==> src/hw/rtl/gnep_pkg.sv <==
// ----------------------------------------------------------------------------
// gnep_pkg
// types and constants shared by the graph notation edge parser
// ----------------------------------------------------------------------------
`default_nettype none

package gnep_pkg;

  // one character of the notation
  typedef struct packed {
    logic [7:0] ch;
    logic       start_req;
  } in_item_t;

  // one event per character
  typedef struct packed {
    logic [1:0]  event_kind;
    logic [4:0]  error_code;
    logic [4:0]  edge_from;
    logic [4:0]  edge_to;
    logic [15:0] label_numerator;
    logic [15:0] label_denominator;
    logic        label_infinite;
    logic        label_retrograde;
    logic [5:0]  node_total;
  } out_item_t;

  // strobes from the parser to the connection store
  typedef struct packed {
    logic clear;
    logic inval;
    logic wr;
  } conn_ctrl_t;

  // event kinds
  localparam logic [1:0] EV_NONE  = 2'd0;
  localparam logic [1:0] EV_NODE  = 2'd1;
  localparam logic [1:0] EV_EDGE  = 2'd2;
  localparam logic [1:0] EV_ERROR = 2'd3;

  // error codes
  localparam logic [4:0] ERR_NONE             = 5'd0;
  localparam logic [4:0] ERR_SPACE_IN_EDGE    = 5'd1;
  localparam logic [4:0] ERR_SPACE_IN_REF     = 5'd2;
  localparam logic [4:0] ERR_SECOND_SLASH     = 5'd3;
  localparam logic [4:0] ERR_SLASH_NO_NUM     = 5'd4;
  localparam logic [4:0] ERR_SLASH_NO_EDGE    = 5'd5;
  localparam logic [4:0] ERR_STAR_IN_REF      = 5'd6;
  localparam logic [4:0] ERR_TILDE_IN_REF     = 5'd7;
  localparam logic [4:0] ERR_TILDE_NO_EDGE    = 5'd8;
  localparam logic [4:0] ERR_TILDE_IN_NUM     = 5'd9;
  localparam logic [4:0] ERR_APOS_NO_INF      = 5'd10;
  localparam logic [4:0] ERR_APOS_IN_REF      = 5'd11;
  localparam logic [4:0] ERR_EARLY_BY_NODE    = 5'd12;
  localparam logic [4:0] ERR_DIGIT_IN_INF     = 5'd13;
  localparam logic [4:0] ERR_DIGIT_NO_EDGE    = 5'd14;
  localparam logic [4:0] ERR_NO_SUCH_NODE     = 5'd15;
  localparam logic [4:0] ERR_SELF_LINK        = 5'd16;
  localparam logic [4:0] ERR_ALREADY_LINKED   = 5'd17;
  localparam logic [4:0] ERR_EARLY_BY_REF     = 5'd18;
  localparam logic [4:0] ERR_LETTER_NO_REF    = 5'd19;
  localparam logic [4:0] ERR_BAD_CHAR         = 5'd20;
  localparam logic [4:0] ERR_NODE_LIMIT       = 5'd21;
  localparam logic [4:0] ERR_LABEL_OVERFLOW   = 5'd22;

  // mode flag bit positions
  localparam int F_EDGE  = 0;
  localparam int F_DEN   = 1;
  localparam int F_VIRT  = 2;
  localparam int F_INF   = 3;
  localparam int F_RETRO = 4;

  // characters
  localparam logic [7:0] CH_SPACE = 8'h20;
  localparam logic [7:0] CH_APOS  = 8'h27;
  localparam logic [7:0] CH_STAR  = 8'h2A;
  localparam logic [7:0] CH_SLASH = 8'h2F;
  localparam logic [7:0] CH_0     = 8'h30;
  localparam logic [7:0] CH_9     = 8'h39;
  localparam logic [7:0] CH_A     = 8'h61;
  localparam logic [7:0] CH_O     = 8'h6F;
  localparam logic [7:0] CH_Z     = 8'h7A;
  localparam logic [7:0] CH_TILDE = 8'h7E;

endpackage

`default_nettype wire

==> src/hw/rtl/gnep_conn_mem.sv <==
// ----------------------------------------------------------------------------
// gnep_conn_mem
// connection bit store: two row memories, per-row valid flags, write forwarding
// ----------------------------------------------------------------------------
`default_nettype none

module gnep_conn_mem #(
  parameter int N  = 32,
  parameter int NW = 5
) (
  input  logic                clk,
  input  logic                rst,
  input  gnep_pkg::conn_ctrl_t ctrl,
  input  logic [NW-1:0]       wr_from,
  input  logic [NW-1:0]       wr_to,
  input  logic [NW-1:0]       inval_row,
  input  logic [NW-1:0]       rd_row,
  output logic [N-1:0]        row
);
  import gnep_pkg::*;

  // mem_a holds from->to, mem_b holds to->from, both indexed by row node
  logic [N-1:0] mem_a [N];
  logic [N-1:0] mem_b [N];

  logic [N-1:0] rowv_a;
  logic [N-1:0] rowv_b;
  logic [N-1:0] rowv_a_eff;
  logic [N-1:0] rowv_b_eff;
  logic [N-1:0] rowv_a_next;
  logic [N-1:0] rowv_b_next;
  logic [N-1:0] inval_mask;

  logic [N-1:0] rd_a;
  logic [N-1:0] rd_b;
  logic         keep_a;
  logic         keep_b;
  logic [N-1:0] fwd_a;
  logic [N-1:0] fwd_b;

  function automatic logic [N-1:0] onehot(input logic [NW-1:0] idx);
    onehot = N'(1) << idx;
  endfunction

  always_comb begin
    inval_mask  = ctrl.inval ? onehot(inval_row) : '0;
    rowv_a_eff  = ctrl.clear ? '0 : (rowv_a & ~inval_mask);
    rowv_b_eff  = ctrl.clear ? '0 : (rowv_b & ~inval_mask);
    rowv_a_next = rowv_a_eff | (ctrl.wr ? onehot(wr_from) : '0);
    rowv_b_next = rowv_b_eff | (ctrl.wr ? onehot(wr_to) : '0);
  end

  always_ff @(posedge clk) begin
    if (rst) begin
      rowv_a <= '0;
      rowv_b <= '0;
      keep_a <= 1'b0;
      keep_b <= 1'b0;
      fwd_a  <= '0;
      fwd_b  <= '0;
    end else begin
      rowv_a <= rowv_a_next;
      rowv_b <= rowv_b_next;
      keep_a <= rowv_a_eff[rd_row];
      keep_b <= rowv_b_eff[rd_row];
      fwd_a  <= (ctrl.wr && (wr_from == rd_row)) ? onehot(wr_to) : '0;
      fwd_b  <= (ctrl.wr && (wr_to == rd_row)) ? onehot(wr_from) : '0;
    end
  end

  // a stale row is overwritten whole, a live row gets one bit set
  always_ff @(posedge clk) begin
    if (ctrl.wr) begin
      if (!rowv_a_eff[wr_from]) begin
        mem_a[wr_from] <= onehot(wr_to);
      end else begin
        mem_a[wr_from][wr_to] <= 1'b1;
      end
      if (!rowv_b_eff[wr_to]) begin
        mem_b[wr_to] <= onehot(wr_from);
      end else begin
        mem_b[wr_to][wr_from] <= 1'b1;
      end
    end
    rd_a <= mem_a[rd_row];
    rd_b <= mem_b[rd_row];
  end

  assign row = (keep_a ? rd_a : '0) | fwd_a | (keep_b ? rd_b : '0) | fwd_b;

endmodule

`default_nettype wire

==> config.mk <==
export PLATFORM = sky130hd
export DESIGN_NAME = gnep_conn_mem
export DESIGN_NICKNAME = d
export VERILOG_FILES = /design/src/hw/rtl/gnep_pkg.sv /design/src/hw/rtl/gnep_conn_mem.sv
export SDC_FILE = /design/constraint.sdc
export NUM_CORES = 2
export LEC_CHECK = 0
export ABC_CLOCK_PERIOD_IN_PS = 10300
export BUFFER_PORTS_ARGS = -buffer_cell sky130_fd_sc_hd__buf_2
export CELL_PAD_IN_SITES_DETAIL_PLACEMENT = 1
export CELL_PAD_IN_SITES_GLOBAL_PLACEMENT = 1
export CORE_UTILIZATION = 30
export CTS_BUF_LIST = sky130_fd_sc_hd__clkbuf_16
export DETAILED_ROUTE_END_ITERATION = 10
export GPL_ROUTABILITY_DRIVEN = 0
export PLACE_DENSITY = 0.54
export SLEW_MARGIN = 20
export SYNTH_ARGS = -nofsm -noshare
export SYNTH_HDL_FRONTEND = slang
export SYNTH_SLANG_ARGS = --single-unit
==> constraint.sdc <==
create_clock -name clk -period 10.3 [get_ports clk]
set_clock_uncertainty 0.15 [all_clocks]
set_input_delay 2.06 -clock clk [delete_from_list [all_inputs] [get_ports clk]]
set_output_delay 2.06 -clock clk [all_outputs]
set_load 0.02 [all_outputs]
==> reports/results.md <==
| Stage | Metric | This run |
| --- | --- | --- |
| run status | Result of the run | finished, final reports clean |
| global routing | Largest net degree at the start of global routing | 97 |
| drt | Number of design-rule violations left by the first detailed-router iteration | 6,043 |
| sta | Worst Hold Margin | 0.3399 ns |
| synthesis | Async set or reset register ratio after synthesis | 0 |
| cts | Hold-fix buffers, CTS | 0 |
| synthesis | Top-count cell post-synth | sky130_fd_sc_hd__nor2_1 |
| drt | Final WL | 322,300 um |
| power and ir drop | Sequential share of power | 0.509 |
| die | Io pins | 57 |
| die | Starting density of the core | 0.3024 |
| synthesis | Syn_nets | 6,578 |
| global routing | Via count of the first global-routing pass | 59,590 |
| critical path | Critical Path RT | 10.70 ns |
| power and ir drop | Net switching power | 4.737 mW |
| power and ir drop | Power per unit of standard cell area | 181.2 nW/um2 |
| sta | Shortest period the worst path allows | 5.845 ns |
| synthesis | Post-synthesis area per instance | 14.58 um2 |
| synthesis | Cell type contributing the most total cell area after synthesis | sky130_fd_sc_hd__edfxtp_1 |
| global routing | Global-route wire length before repair | 454,600 um |
| drt | Number of nets with antenna violations after routing | 0 |
| synthesis | Sequential-to-total area share from yosys stat | 0.6843 |
| sta | Post-route setup slack | 4.455 ns |
| worst hold path | Worst min path class | reg2reg |
| cts | Clock tree from TritonCTS | yes |
| die | Total die area | 320,700 um2 |
| power and ir drop | Clock power frac | 0.424 |
| placement | Worst slack at placement | 3.360 ns |
| global routing | Aggregate global routing overflow | 0 |
| drt | Vias post-DR | 56,980 |
| cts | TritonCTS buffer count | 249 |
| placement | Dpl cells | 10,300 |
| cts | Clock transition time at the flip-flop clock pins of the worst setup and hold paths | 0.06 ns |
| die | DIE HEIGHT | 566.3 um |
| layout | Total number of nets in the final design | 6,420 |
| critical path | Type of element launching the critical path | input pin |
| global routing | Total global routing track utilization | 0.1981 |
| critical path | Sort of element at the end of the critical path | register |
| cts | Total clock sinks | 2,242 |
| cts | H-tree level count | 4 |
| sta | RSZ-0062 raised after global routing | false |
| cts | Number of buffers added for setup after CTS | 0 |
| synthesis | Dominant cells by area after synthesis | sky130_fd_sc_hd__edfxtp_1 (64%), sky130_fd_sc_hd__mux4_2 (15%), sky130_fd_sc_hd__nor2_1 (8.6%) |
| synthesis | Post-Synthesis Cell Area | 95,550 um2 |
| critical path | Arr. time, crit path | 6.25 ns |
| cts | Clock network latency to the later pin of the worst-skew pair | 0.93 ns |
| synthesis | Post-synthesis cell type count | 70 |
| sta | Setup-failing EPs final | 0 |
| critical path | Maximum fanout count along the critical path | 33 |
| synthesis | Post-synthesis sequential element count | 2,242 |
| sta | Period utilisation layout | 0.5675 |
| layout | Relative area change from synthesis to final layout | 13.49% |
| job | Maximum Capacitance Violations | 0 |
| synthesis | Post-synthesis cell count | 6,553 |
| cts | Root buffer selected by CTS | sky130_fd_sc_hd__clkbuf_16 |
| placement | Final HPWL DP | 168,900 um |
| power and ir drop | Static leakage | 31.25 nW |
| power and ir drop | Combinational share of power | 0.067 |
| power and ir drop | Cell-internal power | 14.91 mW |
| global routing | Number of antenna violations at the first check in global routing | 36 |
| power and ir drop | Fraction of power spent switching nets | 0.2411 |
| synthesis | Most numerous cell types in the synthesized netlist | sky130_fd_sc_hd__nor2_1 (2,181), sky130_fd_sc_hd__edfxtp_1 (2,048), sky130_fd_sc_hd__mux4_2 (643) |
| die | Width of the die | 566.3 um |
| layout | Non-filler cells, final | 10,780 |
| sta | Sum Neg Setup Slack | 0 ns |
| drt | Residual DRC count | 0 |
| cts | Post_cts resized | 0 |
| power and ir drop | Max rail drop VDD | 0.0001410 V |
| sta | Hold violation total from the final report | 0 |
| synthesis | Primary FF master, synth | sky130_fd_sc_hd__edfxtp_1 |
| sta | Pin slew with the least headroom to its limit | 1.205 ns |
| sta | Count of final max-slew check failures | 0 |
| synthesis | Area fraction of the dominant cell type after synthesis | 0.6437 |
| power and ir drop | Final Total Pwr | 19.65 mW |
| layout | Layout cell share with drive strength beyond 1 | 0.2151 |
| sta | Top achievable clock speed | 171.1 MHz |
| drt | WL/cell | 29.90 um |
| die | Core box area | 316,000 um2 |
| die | Standard-cell row count | 206 |
| synthesis | Warnings, synthesis | 0 |
| synthesis | Count of flip-flops with a built-in enable after synthesis | 2,048 |
| cts | Number of buffers between clock root and the deepest sink | 4 |
| drt | 1st-pass router iterations | 6 |
| drt | Per-cell via count in the routed design | 5.286 |
| critical path | Critical Setup Path Class | in2reg |
| sta | Worst slew margin | 0.1965 |
| placement | # port buffers | 56 |
flip-flops by register name, summed over array words and instances (netlist names):
| signal | cells |
|---|---|
| keep_a | 1 |
| rd_b | 32 |
| mem_b | 1024 |
| keep_b | 1 |
| fwd_b | 32 |
| rowv_b | 32 |
| fwd_a | 32 |
| mem_a | 1024 |
| rd_a | 32 |
| rowv_a | 32 |
power groups by stage:
stage               logic [mW]  clock network [mW]  registers [mW]
CTS                       1.34                8.52            9.99
finish                    1.33                8.33            9.99
detailed placement        1.34                   0            10.2
floorplan                0.829                   0            10.2
global route              1.41                8.81            10.0
global placement          1.32                   0            10.2
worst paths after layout:
check | from | end | slack (ns) | cells past startpoint
min | rowv_b[4] | rowv_b[4] | 0.34 | 2
max reg2reg | rowv_a[5] | mem_a[18][11] | 6.52 | 8
max | wr_to[4] | mem_a[27][22] | 4.45 | 10
min reg2reg | rowv_b[4] | rowv_b[4] | 0.34 | 2
through the flow:
stage | utilization | cell area [um2]
6_report | 0.3432 | 108400
5_1_grt | 0.3431 | 108400
4_1_cts | 0.3430 | 108400
3_3_place_gp | 0.3193 | 100900
3_5_place_dp | 0.3193 | 100900
2_1_floorplan | - | 95550
per-layer routing:
metal  track usage  wire (um)  vias up  share of wire
li1              -          -    23680              -
met1        0.2656     136700    31120           0.42
met2        0.3327     156900     1691           0.49
met3       0.02614      17890      493          0.055
met4       0.06250      10820        2          0.034
met5             0         13        -       0.000040
worst max-delay path, cell delays in order:
cell and delay, ns:
sky130_fd_sc_hd__buf_2 0.41, sky130_fd_sc_hd__nor2b_1 0.93, sky130_fd_sc_hd__nand3_4 0.55, sky130_fd_sc_hd__buf_4 0.50
sky130_fd_sc_hd__inv_1 0.75, sky130_fd_sc_hd__nand2_1 0.30, sky130_fd_sc_hd__nand2_1 0.16, sky130_fd_sc_hd__nor3_2 0.04
sky130_fd_sc_hd__buf_4 0.28, sky130_fd_sc_hd__nor2_1 0.16
layout by cell type, fill, tap and decap left out, drive strengths merged, types with 5 or more instances in the layout:
| master | Yosys | routed |
|---|---|---|
| a2111oi | 6 | 6 |
| a211oi | 38 | 38 |
| a21boi | 11 | 11 |
| a21oi | 77 | 77 |
| a221oi | 5 | 5 |
| a22oi | 37 | 37 |
| a311oi | 6 | 6 |
| a31oi | 10 | 10 |
| a32oi | 7 | 7 |
| and3 | 5 | 5 |
| buf | 132 | 228 |
| bufinv | 0 | 8 |
| clkbuf | 507 | 253 |
| clkinv | 0 | 111 |
| clkinvlp | 0 | 5 |
| dfxtp | 194 | 194 |
| diode | 0 | 14 |
| edfxtp | 2048 | 2048 |
| inv | 80 | 166 |
| mux2 | 66 | 66 |
| mux4 | 643 | 643 |
| nand2 | 242 | 242 |
| nand2b | 20 | 20 |
| nand3 | 35 | 35 |
| nand4 | 6 | 6 |
| nor2 | 2181 | 2181 |
| nor2b | 14 | 14 |
| nor3 | 46 | 46 |
| nor4 | 9 | 9 |
| o211a | 6 | 6 |
| o211ai | 13 | 13 |
| o21ai | 29 | 29 |
| xor2 | 8 | 8 |
final cells by class:
| class | instances | area [um2] |
|---|---|---|
| Inverter | 80 | 300.3 |
| Clock inverter | 210 | 1226 |
| Clock buffer | 251 | 6281 |
| Fill cell | 32550 | 207600 |
| Multi-Input combinational cell | 3592 | 28270 |
| Antenna cell | 14 | 35.03 |
| Sequential cell | 2242 | 65390 |
| Tap cell | 4160 | 5205 |
| Timing Repair Buffer | 230 | 1737 |
logic make-up after synthesis:
logic type | after synthesis | share of synthesized area
AND/OR/NAND/NOR | 2589 | 0.1058
flip-flops | 2242 | 0.6843
buffers and inverters | 719 | 0.02899
multiplexers | 713 | 0.1598
AO/OA/AOI/OAI | 278 | 0.02006
XOR/XNOR | 12 | 0.001100
(Power assumes the default switching activity.)
